==> src/sv/rsmq_pkg.sv <==
package rsmq_pkg;

  localparam int unsigned MAX_COEFFS = 256;
  localparam int unsigned FIFO_DEPTH = 4;

  localparam int unsigned CNT_W  = 9;
  localparam int unsigned COEF_W = 13;
  localparam int unsigned ADDR_W = 3;
  localparam int unsigned DATA_W = 32;

  localparam logic [11:0] Q_SMALL = 12'd3329;
  localparam logic [12:0] Q_LARGE = 13'd7681;
  localparam logic [15:0] LEMIRE_THRESHOLD = 16'(32'h10000 % 32'd7681);
  localparam logic [11:0] MASK12 = 12'hFFF;

  localparam logic MODE_Q3329 = 1'b0;
  localparam logic MODE_Q7681 = 1'b1;

  localparam logic REG_MODE   = 1'b0;
  localparam logic REG_TARGET = 1'b1;

  localparam logic [CNT_W-1:0] TARGET_RESET = 9'd256;

  typedef enum logic [1:0] {
    PH_EMPTY,
    PH_ONE,
    PH_TWO
  } phase_e;

  typedef struct packed {
    logic [7:0] data_byte;
    logic       new_poly;
    logic       block_end;
  } in_t;

  typedef struct packed {
    logic [COEF_W-1:0] coefficient;
    logic              last_coefficient;
  } out_t;

  typedef struct packed {
    logic two;
    out_t first;
    out_t second;
  } entry_t;

endpackage

==> src/sv/rsmq_front.sv <==
module rsmq_front #(
  parameter int unsigned MaxCoeffs = rsmq_pkg::MAX_COEFFS
) (
  input  logic                       clk_i,
  input  logic                       rst_ni,
  input  logic                       mode_i,
  input  logic [rsmq_pkg::CNT_W-1:0] target_i,
  input  logic                       in_valid_i,
  output logic                       in_ready_o,
  input  rsmq_pkg::in_t              in_data_i,
  output logic                       push_valid_o,
  input  logic                       push_ready_i,
  output rsmq_pkg::entry_t           push_data_o
);

  localparam logic [rsmq_pkg::CNT_W-1:0] MaxTarget = rsmq_pkg::CNT_W'(MaxCoeffs);

  rsmq_pkg::phase_e phase_q, phase_d, phase0;
  logic [7:0] held0_q, held0_d, held1_q, held1_d;
  logic [rsmq_pkg::CNT_W-1:0] cnt_q, cnt_d, cnt0, cnt_a, eff_t;

  logic        active, accept;
  logic [11:0] v0, v1;
  logic        keep0, keep1, keep_l;
  logic [28:0] prod;
  logic        cand_a, cand_b, b_ok;
  logic [rsmq_pkg::COEF_W-1:0] va, vb;
  logic        last_a, last_b;

  assign eff_t = (target_i > MaxTarget) ? MaxTarget : target_i;
  assign accept = in_valid_i && push_ready_i;
  assign in_ready_o = push_ready_i;

  assign v0 = {held1_q[3:0], held0_q} & rsmq_pkg::MASK12;
  assign v1 = {in_data_i.data_byte, held1_q[7:4]} & rsmq_pkg::MASK12;
  assign keep0 = v0 < rsmq_pkg::Q_SMALL;
  assign keep1 = v1 < rsmq_pkg::Q_SMALL;
  assign prod = 29'({in_data_i.data_byte, held0_q}) * 29'(rsmq_pkg::Q_LARGE);
  assign keep_l = prod[15:0] >= rsmq_pkg::LEMIRE_THRESHOLD;

  always_comb begin
    cnt0    = in_data_i.new_poly ? '0 : cnt_q;
    phase0  = in_data_i.new_poly ? rsmq_pkg::PH_EMPTY : phase_q;
    active  = cnt0 < eff_t;
    phase_d = phase0;
    held0_d = held0_q;
    held1_d = held1_q;
    cand_a  = 1'b0;
    cand_b  = 1'b0;
    va      = '0;
    vb      = '0;
    if (active) begin
      if (mode_i == rsmq_pkg::MODE_Q3329) begin
        case (phase0)
          rsmq_pkg::PH_EMPTY: begin
            held0_d = in_data_i.data_byte;
            phase_d = rsmq_pkg::PH_ONE;
          end
          rsmq_pkg::PH_ONE: begin
            held1_d = in_data_i.data_byte;
            phase_d = rsmq_pkg::PH_TWO;
          end
          default: begin
            phase_d = rsmq_pkg::PH_EMPTY;
            cand_a  = keep0;
            va      = rsmq_pkg::COEF_W'(v0);
            cand_b  = keep1;
            vb      = rsmq_pkg::COEF_W'(v1);
          end
        endcase
      end else begin
        if (phase0 == rsmq_pkg::PH_EMPTY) begin
          held0_d = in_data_i.data_byte;
          phase_d = rsmq_pkg::PH_ONE;
        end else begin
          phase_d = rsmq_pkg::PH_EMPTY;
          cand_a  = keep_l;
          va      = prod[28:16];
        end
      end
    end
    if (in_data_i.block_end) begin
      phase_d = rsmq_pkg::PH_EMPTY;
    end
    cnt_a  = cnt0 + rsmq_pkg::CNT_W'(cand_a);
    b_ok   = cand_b && (cnt_a < eff_t);
    cnt_d  = cnt_a + rsmq_pkg::CNT_W'(b_ok);
    last_a = cnt_a == eff_t;
    last_b = cnt_d == eff_t;
  end

  always_comb begin
    if (cand_a) begin
      push_data_o.first  = '{coefficient: va, last_coefficient: last_a};
      push_data_o.second = '{coefficient: vb, last_coefficient: last_b};
      push_data_o.two    = b_ok;
    end else begin
      push_data_o.first  = '{coefficient: vb, last_coefficient: last_b};
      push_data_o.second = '{coefficient: vb, last_coefficient: last_b};
      push_data_o.two    = 1'b0;
    end
    push_valid_o = accept && (cand_a || b_ok);
  end

  always_ff @(posedge clk_i or negedge rst_ni) begin
    if (!rst_ni) begin
      phase_q <= rsmq_pkg::PH_EMPTY;
      cnt_q   <= '0;
      held0_q <= '0;
      held1_q <= '0;
    end else if (accept) begin
      phase_q <= phase_d;
      cnt_q   <= cnt_d;
      held0_q <= held0_d;
      held1_q <= held1_d;
    end
  end

endmodule

==> src/sv/rsmq_fifo.sv <==
module rsmq_fifo #(
  parameter int unsigned Depth = rsmq_pkg::FIFO_DEPTH
) (
  input  logic             clk_i,
  input  logic             rst_ni,
  input  logic             push_valid_i,
  output logic             push_ready_o,
  input  rsmq_pkg::entry_t push_data_i,
  output logic             pop_valid_o,
  input  logic             pop_ready_i,
  output rsmq_pkg::entry_t pop_data_o
);

  localparam int unsigned PtrW = (Depth > 1) ? $clog2(Depth) : 1;
  localparam int unsigned CntW = $clog2(Depth + 1);
  localparam logic [PtrW-1:0] LastPtr = PtrW'(Depth - 1);
  localparam logic [CntW-1:0] Full = CntW'(Depth);

  rsmq_pkg::entry_t mem_q [Depth];
  logic [PtrW-1:0] wptr_q, wptr_d, rptr_q, rptr_d;
  logic [CntW-1:0] cnt_q, cnt_d;
  logic push, pop;

  assign push_ready_o = cnt_q != Full;
  assign pop_valid_o  = cnt_q != '0;
  assign pop_data_o   = mem_q[rptr_q];
  assign push = push_valid_i && push_ready_o;
  assign pop  = pop_valid_o && pop_ready_i;

  always_comb begin
    wptr_d = wptr_q;
    rptr_d = rptr_q;
    cnt_d  = cnt_q;
    if (push) begin
      wptr_d = (wptr_q == LastPtr) ? '0 : wptr_q + PtrW'(1);
    end
    if (pop) begin
      rptr_d = (rptr_q == LastPtr) ? '0 : rptr_q + PtrW'(1);
    end
    if (push && !pop) begin
      cnt_d = cnt_q + CntW'(1);
    end else if (pop && !push) begin
      cnt_d = cnt_q - CntW'(1);
    end
  end

  always_ff @(posedge clk_i or negedge rst_ni) begin
    if (!rst_ni) begin
      wptr_q <= '0;
      rptr_q <= '0;
      cnt_q  <= '0;
    end else begin
      wptr_q <= wptr_d;
      rptr_q <= rptr_d;
      cnt_q  <= cnt_d;
    end
  end

  always_ff @(posedge clk_i) begin
    if (push) begin
      mem_q[wptr_q] <= push_data_i;
    end
  end

endmodule

==> src/sv/rsmq_back.sv <==
module rsmq_back (
  input  logic             clk_i,
  input  logic             rst_ni,
  input  logic             pop_valid_i,
  output logic             pop_ready_o,
  input  rsmq_pkg::entry_t pop_data_i,
  output logic             out_valid_o,
  input  logic             out_ready_i,
  output rsmq_pkg::out_t   out_data_o
);

  logic           ovalid_q, ovalid_d, sec_v_q, sec_v_d, load;
  rsmq_pkg::out_t out_q, out_d, sec_q, sec_d;

  assign load        = !ovalid_q || out_ready_i;
  assign pop_ready_o = load && !sec_v_q;
  assign out_valid_o = ovalid_q;
  assign out_data_o  = out_q;

  always_comb begin
    ovalid_d = ovalid_q;
    out_d    = out_q;
    sec_v_d  = sec_v_q;
    sec_d    = sec_q;
    if (load) begin
      if (sec_v_q) begin
        out_d    = sec_q;
        ovalid_d = 1'b1;
        sec_v_d  = 1'b0;
      end else if (pop_valid_i) begin
        out_d    = pop_data_i.first;
        ovalid_d = 1'b1;
        sec_v_d  = pop_data_i.two;
        sec_d    = pop_data_i.second;
      end else begin
        ovalid_d = 1'b0;
      end
    end
  end

  always_ff @(posedge clk_i or negedge rst_ni) begin
    if (!rst_ni) begin
      ovalid_q <= 1'b0;
      sec_v_q  <= 1'b0;
    end else begin
      ovalid_q <= ovalid_d;
      sec_v_q  <= sec_v_d;
    end
  end

  always_ff @(posedge clk_i) begin
    out_q <= out_d;
    sec_q <= sec_d;
  end

endmodule

==> src/sv/rejection_sampler_mod_q.sv <==
// Uniform rejection sampler modulo q, fed one pseudorandom byte per transfer.
// The input channel (in_valid_i, in_ready_o, in_data_i) takes a byte with its
// new_poly and block_end flags; the output channel (out_valid_o, out_ready_i,
// out_data_o) returns accepted coefficients, the one that reaches the target
// marked with last_coefficient. The APB port sets the modulus mode (address 0)
// and the target count (address 4); write them only while the block is idle.
// A byte is taken every cycle while the four-entry queue between the
// classifying front end and the output stage has room. The front end decides
// each byte in the cycle of its transfer; a coefficient that it keeps is written
// into the queue and from there into the output register. The output stage
// sends one coefficient per cycle while out_ready_i is high, so a byte group
// that yields two coefficients is sent as two transfers, the second held back.
// When the receiver stalls, the output register holds its coefficient, the
// queue fills, and in_ready_o drops once the queue is full.
// Reset clears the byte phase, the held bytes, the coefficient count and the
// queue, and sets the mode to q = 3329 and the target count to 256.
module rejection_sampler_mod_q #(
  parameter int unsigned MaxCoeffs = rsmq_pkg::MAX_COEFFS,
  parameter int unsigned FifoDepth = rsmq_pkg::FIFO_DEPTH
) (
  input  logic                        clk_i,
  input  logic                        rst_ni,
  input  logic                        in_valid_i,
  output logic                        in_ready_o,
  input  rsmq_pkg::in_t               in_data_i,
  output logic                        out_valid_o,
  input  logic                        out_ready_i,
  output rsmq_pkg::out_t              out_data_o,
  input  logic                        psel,
  input  logic                        penable,
  input  logic                        pwrite,
  input  logic [rsmq_pkg::ADDR_W-1:0] paddr,
  input  logic [rsmq_pkg::DATA_W-1:0] pwdata,
  output logic [rsmq_pkg::DATA_W-1:0] prdata,
  output logic                        pready
);

  logic                       mode_q;
  logic [rsmq_pkg::CNT_W-1:0] target_q;
  logic                       wr_en;

  logic             push_valid, push_ready, pop_valid, pop_ready;
  rsmq_pkg::entry_t push_data, pop_data;

  assign pready = 1'b1;
  assign wr_en  = psel && penable && pwrite && pready;

  always_ff @(posedge clk_i or negedge rst_ni) begin
    if (!rst_ni) begin
      mode_q   <= rsmq_pkg::MODE_Q3329;
      target_q <= rsmq_pkg::TARGET_RESET;
    end else if (wr_en) begin
      if (paddr[2] == rsmq_pkg::REG_MODE) begin
        mode_q <= pwdata[0];
      end else begin
        target_q <= pwdata[rsmq_pkg::CNT_W-1:0];
      end
    end
  end

  always_comb begin
    if (paddr[2] == rsmq_pkg::REG_TARGET) begin
      prdata = rsmq_pkg::DATA_W'(target_q);
    end else begin
      prdata = rsmq_pkg::DATA_W'(mode_q);
    end
  end

  rsmq_front #(
    .MaxCoeffs(MaxCoeffs)
  ) u_front (
    .clk_i       (clk_i),
    .rst_ni      (rst_ni),
    .mode_i      (mode_q),
    .target_i    (target_q),
    .in_valid_i  (in_valid_i),
    .in_ready_o  (in_ready_o),
    .in_data_i   (in_data_i),
    .push_valid_o(push_valid),
    .push_ready_i(push_ready),
    .push_data_o (push_data)
  );

  rsmq_fifo #(
    .Depth(FifoDepth)
  ) u_fifo (
    .clk_i       (clk_i),
    .rst_ni      (rst_ni),
    .push_valid_i(push_valid),
    .push_ready_o(push_ready),
    .push_data_i (push_data),
    .pop_valid_o (pop_valid),
    .pop_ready_i (pop_ready),
    .pop_data_o  (pop_data)
  );

  rsmq_back u_back (
    .clk_i      (clk_i),
    .rst_ni     (rst_ni),
    .pop_valid_i(pop_valid),
    .pop_ready_o(pop_ready),
    .pop_data_i (pop_data),
    .out_valid_o(out_valid_o),
    .out_ready_i(out_ready_i),
    .out_data_o (out_data_o)
  );

endmodule

==> config.mk <==
export PLATFORM = sky130hd
export DESIGN_NAME = rejection_sampler_mod_q
export DESIGN_NICKNAME = d
export VERILOG_FILES = /design/src/sv/rsmq_pkg.sv /design/src/sv/rsmq_front.sv /design/src/sv/rsmq_fifo.sv /design/src/sv/rsmq_back.sv /design/src/sv/rejection_sampler_mod_q.sv
export SDC_FILE = /design/constraint.sdc
export NUM_CORES = 1
export LEC_CHECK = 0
export BUFFER_PORTS_ARGS = -buffer_cell sky130_fd_sc_hd__buf_2
export CORE_ASPECT_RATIO = 1.5
export CORE_UTILIZATION = 53
export DETAILED_ROUTE_END_ITERATION = 6
export PLACE_DENSITY = 0.82
export SLEW_MARGIN = 25
export SYNTH_ARGS = -nofsm -noshare
export SYNTH_HDL_FRONTEND = slang
export SYNTH_SLANG_ARGS = --single-unit
==> constraint.sdc <==
create_clock -name clk_i -period 7.9 [get_ports clk_i]
set_input_delay 0.395 -clock clk_i [delete_from_list [all_inputs] [get_ports clk_i]]
set_output_delay 0.395 -clock clk_i [all_outputs]
set_load 0.005 [all_outputs]
==> reports/summary.log, run 1 <==
qor: drt.routed_via_density 5.70
qor: sta.slew_viol_final 0
qor: global_route.grt_pass1_vias 6847
qor: global_route.grt-ovfl-total 0
qor: layout.area_used_by_sequential_logic_in_the_layout 0.00533 mm^2
qor: drt.number_of_drc_violations_after_detailed_routing 0
qor: global_route.globalRouteTotalUtil 21.8%
qor: setup_path.worst-endpoint-arrival 8.00 ns
qor: synthesis.synth_cell_type_count 70
qor: synthesis.mappedNetlistArea 0.0111 mm^2
qor: setup_path.critical-path-slowest-cell sky130_fd_sc_hd__or4_4
qor: synthesis.yosys-top-cells-count sky130_fd_sc_hd__edfxtp_1, sky130_fd_sc_hd__ha_1, sky130_fd_sc_hd__mux2_2, sky130_fd_sc_hd__dfrtp_1
qor: synthesis.synth_seq_area_share 48.2%
qor: clocking.cts.htree.levels 4
qor: layout.design.final.nets 1096
qor: drt.drt_iter0_markers 498
qor: drt.finalWirelength 22.4 mm
qor: synthesis.synth_top_cells_by_area sky130_fd_sc_hd__edfxtp_1, sky130_fd_sc_hd__ha_1, sky130_fd_sc_hd__dfrtp_1
qor: layout.post_route_cells_drive_above_1_share 29.3%
qor: place.globalplace.congestion 0.884
qor: sta.timing.max_slew.rel_slack 46.7%
qor: setup_path.sort_of_element_at_the_end_of_the_critical_path flop
qor: global_route.grt_max_degree 47
qor: drt.route.antenna.remaining_nets 0
qor: die.die_height 179 um
qor: global_route.grt_first_pass_wirelength 35.4 mm
qor: setup_path.timing.setup.critical_path_class reg -> reg
qor: clocking.clock_sink_total 185
qor: job.cap_violations 0
qor: die.core_region_area 0.0204 mm^2
qor: clocking.tritoncts yes
qor: setup_path.path_max_fanout 4
qor: setup_path.setup.worst_path.start_class flop
qor: synthesis.post-synth-top-area-cell sky130_fd_sc_hd__edfxtp_1
qor: sta.hold_violations 0
qor: die.start_util 54.1%
qor: global_route.grt_antenna_before_repair 0
qor: setup_path.slowest_delay 0.58 ns
qor: place.buffer_ports.inserted 51
qor: die.placement_rows 64
qor: layout.post-route-util 62.3%
qor: die.chipWidth 120 um
qor: synthesis.post-synth-top-area-fraction 37.8%
qor: synthesis.async_reset_ff_share 24.9%
qor: worst_hold_path.hold_path_class in -> reg
qor: sta.setup-tns-final 0 ns
qor: synthesis.synth_enable_flop_cells 139
qor: layout.area_growth_syn_to_layout 15.1%
qor: clocking.tritoncts.num_buffers 17
qor: sta.layout_worst_path_cycle_share 97.8%
qor: sta.finalCriticalPeriod 7.72 ns
qor: layout.multi_input_comb_area 0.00566 mm^2
qor: sta.maxClockFrequency 129 MHz
qor: synthesis.avgSynthCellArea 13.8 um^2
qor: synthesis.post-synth-top-count-cell sky130_fd_sc_hd__edfxtp_1
qor: synthesis.synth.ff_latch_count 185
qor: clocking.clock_latency 0.44 ns
qor: die.floorplan.die_area 0.0215 mm^2
qor: clocking.clockBufferDepth 2
qor: layout.filler_cell_count 1453
qor: setup_path.timing.critical_path.required 8.18 ns
qor: clocking.clock-root-buffer sky130_fd_sc_hd__clkbuf_16
qor: synthesis.synthesis.instances 799
qor: die.io_pins 101
qor: drt.drt_pre_antenna_iters 5
qor: sta.worst_slew_pin_slew 0.797 ns
qor: synthesis.ys.flop_type sky130_fd_sc_hd__edfxtp_1
qor: clocking.cts.clk_slew.worst_paths 0.08 ns
qor: drt.route.detailed.wl_per_inst 19.1 um
qor: drt.routed-via-count 6705
qor: run_status.run_status finished, final reports clean
qor: sta.timing.clock.skew 0.0100 ns
qor: sta.setup_violations 0
qor: place.hpwl 15.6 mm
qor: synthesis.yosys_warnings 0
qor: setup_path.cp_common_cell sky130_fd_sc_hd__buf_4
==> cell families after synthesis <==
| family | after synthesis | synth area share [%] |
|---|---|---|
| fa+ha+maj | 146 | 18.8 |
| flops | 185 | 48.2 |
| other cells | 2 | 0.0679 |
| xor+xnor | 37 | 3.30 |
| simple gates | 161 | 8.10 |
| mux | 91 | 12.0 |
| buf+inv | 85 | 3.80 |
| compound gates | 92 | 5.72 |
==> metrics by stage <==
stage                     instances  hold WS [ns]  worst slack [ns]  area (um^2)
final                          1176         0.173             0.177        12700
after floorplan                 821        0.0994             0.243        11100
after detailed placement       1128         0.460            -0.277        11700
after CTS                      1162         0.158           0.00362        12400
after global routing           1175         0.183            -0.126        12700
after global placement         1128         0.460           -0.0766        11700
==> worst paths after layout <==
path | from | endpoint | slack [ns] | cells past startpoint
worst max-delay path | u_front.held0_q[1] | u_fifo.mem_q[1][14] | 0.18 | 33
worst min-delay path | in_data_i[0] | u_front.phase_q[1] | 0.17 | 2
worst max register to register | u_front.held0_q[1] | u_fifo.mem_q[1][14] | 0.18 | 33
worst min register to register | u_front.cnt_q[0] | u_front.cnt_q[0] | 0.50 | 1
max in group asynchronous | rst_ni | u_fifo.rptr_q[0] | 6.91 | 2
min in group asynchronous | rst_ni | target_q[5] | 0.51 | 2
==> layout by cell type, fill, tap and decap left out, types with 6 or more instances in the layout <==
cell type	n
sky130_fd_sc_hd__nor2b_1	12
sky130_fd_sc_hd__nor4_1	6
sky130_fd_sc_hd__nand2_1	39
sky130_fd_sc_hd__a21oi_1	16
sky130_fd_sc_hd__buf_4	53
sky130_fd_sc_hd__nand4_1	9
sky130_fd_sc_hd__nor2_1	28
sky130_fd_sc_hd__inv_1	38
sky130_fd_sc_hd__o21a_1	6
sky130_fd_sc_hd__mux2i_1	11
sky130_fd_sc_hd__ha_4	7
sky130_fd_sc_hd__a21o_1	7
sky130_fd_sc_hd__a22oi_1	10
sky130_fd_sc_hd__xnor2_1	17
sky130_fd_sc_hd__and2_1	25
sky130_fd_sc_hd__clkbuf_16	17
sky130_fd_sc_hd__edfxtp_1	139
sky130_fd_sc_hd__fa_1	33
sky130_fd_sc_hd__nor3_1	7
sky130_fd_sc_hd__buf_2	50
sky130_fd_sc_hd__mux4_2	28
sky130_fd_sc_hd__dfrtp_1	43
sky130_fd_sc_hd__mux2_2	50
sky130_fd_sc_hd__ha_1	102
sky130_fd_sc_hd__nand3_1	8
sky130_fd_sc_hd__o21ai_0	17
sky130_fd_sc_hd__xor2_1	12
sky130_fd_sc_hd__conb_1	24
==> sequential cells by signal, summed over array words and instances (netlist names) <==
name	cells
mode_q	1
u_back.out_data_o	14
u_fifo.wptr_q	2
u_front.held1_q	8
u_back.out_valid_o	1
u_front.phase_q	2
u_fifo.mem_q	112
u_back.sec_q	13
u_fifo.cnt_q	3
target_q	9
u_front.held0_q	8
u_fifo.rptr_q	2
u_front.cnt_q	9
u_back.sec_v_q	1
==> timing repair <==
action / in CTS / in global routing
gates cloned: 0 / 0
gates resized for setup: 5 / 42
endpoints found under the setup margin: 8 / 10
hold buffers: 1 / 0
setup buffers: 1 / 13
pin swaps: 1 / 27
endpoints found under the hold margin: 19 / 0
==> worst max-delay path, delay by kind of cell (launching register included) <==
family	cells	cell delay (ns)
XOR/XNOR	4	0.70
AO/OA/AOI/OAI	8	1.14
AND/OR/NAND/NOR	5	1.26
flip-flops	1	0.44
adder cells (fa/ha/maj)	10	3.36
buffers and inverters	6	0.64
==> layout make-up <==
type,count,share of cell area [%]
Antenna cell,1,0.0197
Sequential cell,185,41.9
Tap cell,264,2.60
Multi-Input combinational cell,551,44.5
Timing Repair Buffer,104,5.17
Inverter,39,1.15
Clock buffer,19,3.48
Clock inverter,13,1.19
==> routing by layer <==
layer	vias to the layer above	GRT usage (%)	share of wire [%]
met1	3367	25.2	38
met5	-	0	0
li1	3099	-	-
met3	42	3.98	3.9
met4	0	8.65	2.8
met2	197	39.6	55
Power of run 1 is left out: the tool's default activity adds up to more than one toggle a clock period on the data nets, which glitch-free logic cannot reach.
==> run 2, diff against run 1 <==
PLACE_DENSITY = 0.75   (was 0.82)
clock period = 6.22 ns   (was 7.9 ns; I/O delays follow)
==> run 2 against run 1 <==
Effect of this change:
- the flow now finishes with violations (negative setup slack)
- cell count grew 4.5%
- fmax rose by 6.0%
- global-route usage increased by 1.7 points
- utilization increased by 3.6 points
- via count increased by 2.4%
- sequential share of layout area shrank 2.3 points
- worst setup slack lost 1.2 ns
- non-clock buffer count grew 54
- first-iteration DRC count fell by 26%
- critical path depth is the same
- critical endpoint is now u_fifo.mem_q[0][14]
==> reports/summary.log, run 2 (synthesized netlist as in run 1, its figures left out) <==
qor: layout.diodes 0 [was 1]
qor: setup_path.path_max_fanout 4 [unchanged]
qor: global_route.globalRouteTotalUtil 23.5% [was 21.8%]
qor: sta.maxClockFrequency 137 MHz [was 129 MHz]
qor: run_status.failing_checks negative setup slack
qor: drt.number_of_drc_violations_after_detailed_routing 0 [unchanged]
qor: sta.grt_setup_unrepaired true
qor: sta.setup_violations 134 [was 0]
qor: setup_path.r2r_setup_slack -1.07 ns [was 0.18 ns]
qor: setup_path.timing.reg2reg.worst_path_depth 33 [unchanged]
qor: drt.drt_pre_antenna_iters 5 [unchanged]
qor: sta.layout_worst_path_cycle_share 117% [was 97.8%]
qor: sta.setup_ws -1.07 ns [was 0.177 ns]
qor: setup_path.timing.rr.start u_front.held0_q[0] [was u_front.held0_q[1]]
qor: drt.routed_via_density 5.58 [was 5.70]
qor: die.placement_rows 64 [unchanged]
qor: die.core_region_area 0.0204 mm^2 [unchanged]
qor: clocking.clock_sink_total 185 [unchanged]
qor: sta.slew_viol_final 0 [unchanged]
qor: setup_path.sort_of_element_at_the_end_of_the_critical_path flop [unchanged]
qor: layout.post-route-util 65.9% [was 62.3%]
qor: global_route.grt_max_degree 47 [unchanged]
qor: drt.met2RoutedLength 13.2 mm [was 12.3 mm]
qor: run_status.run_status finished, violations left [was finished, final reports clean]
qor: die.io_pins 101 [unchanged]
qor: sta.finalCriticalPeriod 7.29 ns [was 7.72 ns]
qor: setup_path.critPathBufInv 4 [was 6]
qor: die.start_util 54.1% [unchanged]
qor: setup_path.setup.worst_path.start_class flop [unchanged]
qor: layout.finish.instance_area 0.0135 mm^2 [was 0.0127 mm^2]
qor: clocking.clockBufferDepth 2 [unchanged]
qor: drt.routed-via-count 6863 [was 6705]
qor: place.globalplace.congestion 0.917 [was 0.884]
qor: layout.final_cell_mix sky130_fd_sc_hd__edfxtp_1, sky130_fd_sc_hd__ha_1, sky130_fd_sc_hd__buf_4, sky130_fd_sc_hd__buf_2, sky130_fd_sc_hd__mux2_2 [was sky130_fd_sc_hd__edfxtp_1, sky130_fd_sc_hd__ha_1, sky130_fd_sc_hd__buf_4, sky130_fd_sc_hd__mux2_2, sky130_fd_sc_hd__buf_2]
qor: worst_hold_path.hold_start pwdata[4] [was in_data_i[0]]
qor: setup_path.worst-endpoint-arrival 7.56 ns [was 8.00 ns]
qor: setup_path.slowest_delay 0.58 ns [about the same]
qor: sta.timing.max_slew.rel_slack 37.0% [was 46.7%]
qor: job.cap_violations 0 [unchanged]
qor: clocking.clock_latency 0.44 ns [about the same]
qor: place.buffer_ports.inserted 51 [unchanged]
qor: global_route.grt-ovfl-total 0 [unchanged]
qor: drt.met3_wirelength 773 um [was 882 um]
qor: die.chipWidth 120 um [unchanged]
qor: worst_hold_path.hold_depth 2 [unchanged]
qor: die.floorplan.die_area 0.0215 mm^2 [unchanged]
qor: worst_hold_path.hold_path_class in -> reg [unchanged]
qor: setup_path.timing.critical_path.required 6.49 ns [was 8.18 ns]
qor: setup_path.critical-path-slowest-cell sky130_fd_sc_hd__fa_1 [was sky130_fd_sc_hd__or4_4]
qor: layout.final_common_cell sky130_fd_sc_hd__edfxtp_1 [unchanged]
qor: drt.top_signal_layer_used met4 [unchanged]
qor: sta.hold_violations 0 [unchanged]
qor: clocking.tritoncts yes [unchanged]
qor: layout.registers.top_by_ff_count u_fifo.mem_q [unchanged]
qor: sta.timing.clock.skew 0.0123 ns [was 0.0100 ns]
qor: setup_path.timing.setup.critical_path_class reg -> reg [unchanged]
qor: place.place_area 0.0122 mm^2 [was 0.0117 mm^2]
qor: clocking.cts.htree.levels 4 [unchanged]
qor: drt.wl_met1 8.95 mm [was 8.62 mm]
qor: layout.design.final.nets 1150 [was 1096]
qor: setup_path.worstReg2RegEnd u_fifo.mem_q[0][14] [was u_fifo.mem_q[1][14]]
qor: clocking.cts.clk_slew.worst_paths 0.07 ns [was 0.08 ns]
qor: layout.post_route_cells_drive_above_1_share 35.1% [was 29.3%]
qor: place.hpwl 16.9 mm [was 15.6 mm]
qor: drt.route.detailed.wl_per_inst 19.4 um [was 19.1 um]
qor: layout.largest_register_ffs 112 [unchanged]
qor: worst_hold_path.min_to target_q[4] [was u_front.phase_q[1]]
qor: global_route.grt_antenna_before_repair 0 [unchanged]
qor: global_route.grt_pass1_vias 7050 [was 6847]
qor: die.die_height 179 um [unchanged]
qor: global_route.grt_first_pass_wirelength 37.2 mm [was 35.4 mm]
qor: setup_path.critical-path-top-delay-family adder cells [unchanged]
qor: drt.drt_iter0_markers 371 [was 498]
qor: sta.worst_slew_pin_slew 0.942 ns [was 0.797 ns]
qor: layout.area_growth_syn_to_layout 21.7% [was 15.1%]
qor: drt.finalWirelength 23.9 mm [was 22.4 mm]
qor: clocking.clock-root-buffer sky130_fd_sc_hd__clkbuf_16 [unchanged]
qor: drt.route.antenna.remaining_nets 0 [unchanged]
qor: clocking.tritoncts.num_buffers 17 [unchanged]
qor: sta.setup-tns-final -50.41 ns [was 0 ns]
==> run 2: cell count changes in the layout (fill, tap and decap cells not counted), sizes merged <==
cell	previous run	this run
buf	103	156
clkbuf	19	18
clkinv	2	3
diode	1	0
inv	46	47
==> run 2: area by class of cell <==
class | instances | area [um^2]
fillers | 1464 | 6970
multi-input cells | 551 | 5750
flip-flops and latches | 185 | 5330
repair buffers | 158 | 1300
clock buffers | 17 | 425
well taps | 264 | 330
clock inverters | 15 | 179
inverters | 39 | 146
==> run 2: worst reg2reg max path: cells and delay by family (launching register included) <==
| kind | cells | cell delay, ns |
|---|---|---|
| flops | 1 | 0.42 |
| xor+xnor | 4 | 0.67 |
| fa+ha+maj | 10 | 3.23 |
| compound gates | 6 | 0.91 |
| simple gates | 9 | 1.53 |
| buf+inv | 4 | 0.37 |
==> run 2: worst max-delay path by stage <==
stage	startpoint	end	slack, ns	cells past startpoint
final	u_front.held0_q[0]	u_fifo.mem_q[0][14]	-1.07	33
after global routing	u_front.held0_q[1]	u_fifo.mem_q[0][14]	-1.34	34
after CTS	u_front.held0_q[0]	u_fifo.mem_q[1][14]	-1.01	33
after detailed placement	u_front.held0_q[2]	u_fifo.mem_q[1][14]	-1.31	33
after global placement	u_front.held0_q[2]	u_fifo.mem_q[0][14]	-1.08	33
after floorplan	u_front.held0_q[1]	u_fifo.mem_q[0][14]	-0.89	33
==> run 2: timing repair <==
item / 4_1_cts / 5_1_grt
hold endpoints to repair: 45 / 0
hold buffers: 1 / 0
setup endpoints to repair: 138 / 138
pin swaps: 19 / 11
setup buffers: 17 / 16
gates resized for setup: 46 / 30
cloned: 3 / 1
==> run 2: stage by stage <==
stage               hold slack (ns)  std cells  setup slack [ns]
global placement              0.461       1168             -1.08
detailed placement            0.374       1168             -1.31
finish                       0.0947       1229             -1.07
CTS                          0.0881       1220             -1.01
global route                 0.0985       1229             -1.34
floorplan                    0.0154        821            -0.894
==> run 2: routing by layer <==
layer,vias to the layer above,track usage (%)
met5,-,0
met4,0,11.6
met3,55,3.53
met2,174,43.4
met1,3420,26.1
li1,3214,-
Power of run 2 is left out for the same reason.
==> run 3, diff against run 2 <==
CORE_UTILIZATION = 35   (was 53)
PLACE_DENSITY = unset   (was 0.75)
==> run 3 against run 2 <==
Effect of this change:
- the flow still finishes with violations (negative setup slack)
- flip-flop and latch count unchanged
- fmax decreased by 0.42%
- register-to-register slack got worse by 0.03 ns
- worst setup slack got worse by 0.031 ns
- critical path type unchanged
- highest routed layer unchanged
==> reports/summary.log, run 3 (synthesized netlist as in run 1, its figures left out) <==
qor: drt.drt_pre_antenna_iters 4 [was 5]
qor: clocking.cts.clk_slew.worst_paths 0.07 ns [about the same]
qor: sta.setup_violations 186 [was 134]
qor: clocking.tritoncts yes [unchanged]
qor: worst_hold_path.hold_path_class in -> reg [unchanged]
qor: die.core_region_area 0.0310 mm^2 [was 0.0204 mm^2]
qor: place.place_area 0.0124 mm^2 [was 0.0122 mm^2]
qor: drt.route.antenna.remaining_nets 0 [unchanged]
qor: run_status.run_status finished, violations left [unchanged]
qor: sta.worst_slew_pin_slew 0.829 ns [was 0.942 ns]
qor: place.dp_cells 1312 [was 1168]
qor: run_status.failing_checks negative setup slack [unchanged]
qor: setup_path.worst_setup_path_startpoint u_front.held0_q[0] [unchanged]
qor: die.placement_rows 79 [was 64]
qor: setup_path.timing.setup.critical_path_class reg -> reg [unchanged]
qor: setup_path.worst-endpoint-arrival 7.60 ns [was 7.56 ns]
qor: place.hpwl 18.3 mm [was 16.9 mm]
qor: global_route.grt_max_degree 47 [unchanged]
qor: sta.grt_setup_unrepaired true [unchanged]
qor: die.floorplan.die_area 0.0323 mm^2 [was 0.0215 mm^2]
qor: clocking.clock-root-buffer sky130_fd_sc_hd__clkbuf_16 [unchanged]
qor: global_route.grt_antenna_before_repair 1 [was 0]
qor: setup_path.critPathBufInv 4 [unchanged]
qor: setup_path.worstReg2RegEnd u_fifo.mem_q[0][14] [unchanged]
qor: layout.final_common_cell sky130_fd_sc_hd__edfxtp_1 [unchanged]
qor: die.start_util 35.6% [was 54.1%]
qor: setup_path.critical-path-top-delay-family adder cells [unchanged]
qor: setup_path.crit_path_end u_fifo.mem_q[0][14] [unchanged]
qor: die.die_height 220 um [was 179 um]
qor: sta.finalCriticalPeriod 7.32 ns [was 7.29 ns]
qor: setup_path.cp.depth 33 [unchanged]
qor: layout.largest_register_ffs 112 [unchanged]
qor: layout.registers.top_by_ff_count u_fifo.mem_q [unchanged]
qor: global_route.grt-ovfl-total 0 [unchanged]
qor: die.io_pins 101 [unchanged]
qor: sta.slew_viol_final 0 [unchanged]
qor: clocking.clock_latency 0.44 ns [about the same]
qor: drt.finalWirelength 25.1 mm [was 23.9 mm]
qor: drt.drt_iter0_markers 342 [was 371]
qor: drt.routed_via_density 4.90 [was 5.58]
qor: place.buffer_ports.inserted 51 [unchanged]
qor: place.globalplace.congestion 0.855 [was 0.917]
qor: sta.timing.clock.skew 0.00840 ns [was 0.0123 ns]
qor: sta.timing.max_slew.rel_slack 44.6% [was 37.0%]
qor: setup_path.r2r_setup_slack -1.10 ns [was -1.07 ns]
qor: layout.post_route_cells_drive_above_1_share 37.7% [was 35.1%]
qor: clocking.cts.htree.levels 4 [unchanged]
qor: layout.design.final.nets 1176 [was 1150]
qor: setup_path.slowest_delay 0.58 ns [about the same]
qor: layout.finish.instance_area 0.0138 mm^2 [was 0.0135 mm^2]
qor: die.chipWidth 147 um [was 120 um]
qor: setup_path.setup.worst_path.start_class flop [unchanged]
qor: clocking.tritoncts.num_buffers 17 [unchanged]
qor: sta.layout_worst_path_cycle_share 118% [was 117%]
qor: sta.hold_violations 0 [unchanged]
qor: layout.final_cell_mix sky130_fd_sc_hd__edfxtp_1, sky130_fd_sc_hd__buf_4, sky130_fd_sc_hd__ha_1, sky130_fd_sc_hd__buf_2, sky130_fd_sc_hd__mux2_2 [was sky130_fd_sc_hd__edfxtp_1, sky130_fd_sc_hd__ha_1, sky130_fd_sc_hd__buf_4, sky130_fd_sc_hd__buf_2, sky130_fd_sc_hd__mux2_2]
qor: layout.area_growth_syn_to_layout 25.2% [was 21.7%]
qor: setup_path.path_max_fanout 4 [unchanged]
qor: setup_path.timing.rr.start u_front.held0_q[0] [unchanged]
qor: layout.final_cell_count_no_fill 1397 [was 1229]
qor: drt.number_of_drc_violations_after_detailed_routing 0 [unchanged]
qor: sta.maxClockFrequency 137 MHz [about the same]
qor: setup_path.timing.reg2reg.worst_path_depth 33 [unchanged]
qor: drt.routed-via-count 6850 [was 6863]
qor: job.cap_violations 0 [unchanged]
qor: setup_path.sort_of_element_at_the_end_of_the_critical_path flop [unchanged]
qor: global_route.globalRouteTotalUtil 16.2% [was 23.5%]
qor: drt.route.detailed.wl_per_inst 17.9 um [was 19.4 um]
qor: layout.filler_cell_count 2807 [was 1464]
qor: clocking.clock_sink_total 185 [unchanged]
qor: setup_path.timing.critical_path.required 6.50 ns [was 6.49 ns]
qor: global_route.grt_first_pass_wirelength 39.6 mm [was 37.2 mm]
qor: sta.setup_ws -1.10 ns [was -1.07 ns]
qor: clocking.clockBufferDepth 2 [unchanged]
qor: global_route.grt_pass1_vias 7262 [was 7050]
qor: setup_path.critical-path-slowest-cell sky130_fd_sc_hd__fa_1 [unchanged]
run 3: changes by cell type in the layout (fill, tap and decap cells not counted), sizes merged:
| cell | previous run | this run |
|---|---|---|
| clkinv | 3 | 5 |
| inv | 47 | 44 |
| buf | 156 | 179 |
| bufinv | 1 | 2 |
| clkbuf | 18 | 21 |
| diode | 0 | 1 |
run 3: layout make-up:
type	count	area, um^2	share of cell area (%)
antenna	1	2.50	0.0181
clock buffer	17	425	3.07
clock inverter	15	166	1.20
inverter	39	149	1.08
multi-input combinational	551	5770	41.7
sequential	185	5330	38.5
tap	405	507	3.66
timing repair buffer	184	1490	10.8
run 3: worst reg2reg max path, delay by kind of cell (launching register included):
family / cells / cell delay (ns)
DFF: 1 / 0.41
buffers and inverters: 4 / 0.40
xor gates and xnor gates: 2 / 0.37
adders and majority gates: 11 / 3.45
and+or+nand+nor: 8 / 1.21
AOI/OAI and AO/OA: 8 / 1.31
run 3: worst min-delay path by stage:
stage	start	to	slack [ns]	depth (start not counted)
finish	in_data_i[0]	u_front.phase_q[1]	0.08	2
global route	in_data_i[0]	u_front.phase_q[1]	0.07	2
CTS	in_data_i[0]	u_front.phase_q[1]	0.05	2
detailed placement	u_front.cnt_q[8]	u_front.cnt_q[8]	0.47	2
global placement	rst_ni	target_q[2]	0.46	2
floorplan	rst_ni	mode_q	0.02	0
run 3: timing repair:
action                                  in CTS  in global routing
hold buffers                                 1                  0
pin swaps                                   25                 17
cloned                                       2                  6
endpoints found under the hold margin       17                  0
endpoints found under the setup margin     134                186
buffers inserted                            40                  9
resized for setup                           38                 36
run 3: per-layer routing:
metal,vias to the layer above,track usage [%],wire length [um]
li1,3266,-,-
met1,3435,17.5,9720
met2,116,31.4,14100
met3,33,1.99,553
met4,0,6.29,659
met5,-,0,0
run 3: metrics by stage:
stage                     hold WS, ns  setup slack, ns  setup TNS (ns)  util (%)
final                          0.0762            -1.10         -154.84      44.6
after global routing           0.0735            -1.48         -200.39      44.6
after CTS                      0.0518            -1.13         -162.36      43.5
after detailed placement        0.469            -1.32          -69.89      40.0
after global placement          0.462            -1.16          -58.53      40.0
after floorplan                0.0154           -0.894           -8.37         -
Power of run 3 is left out for the same reason.
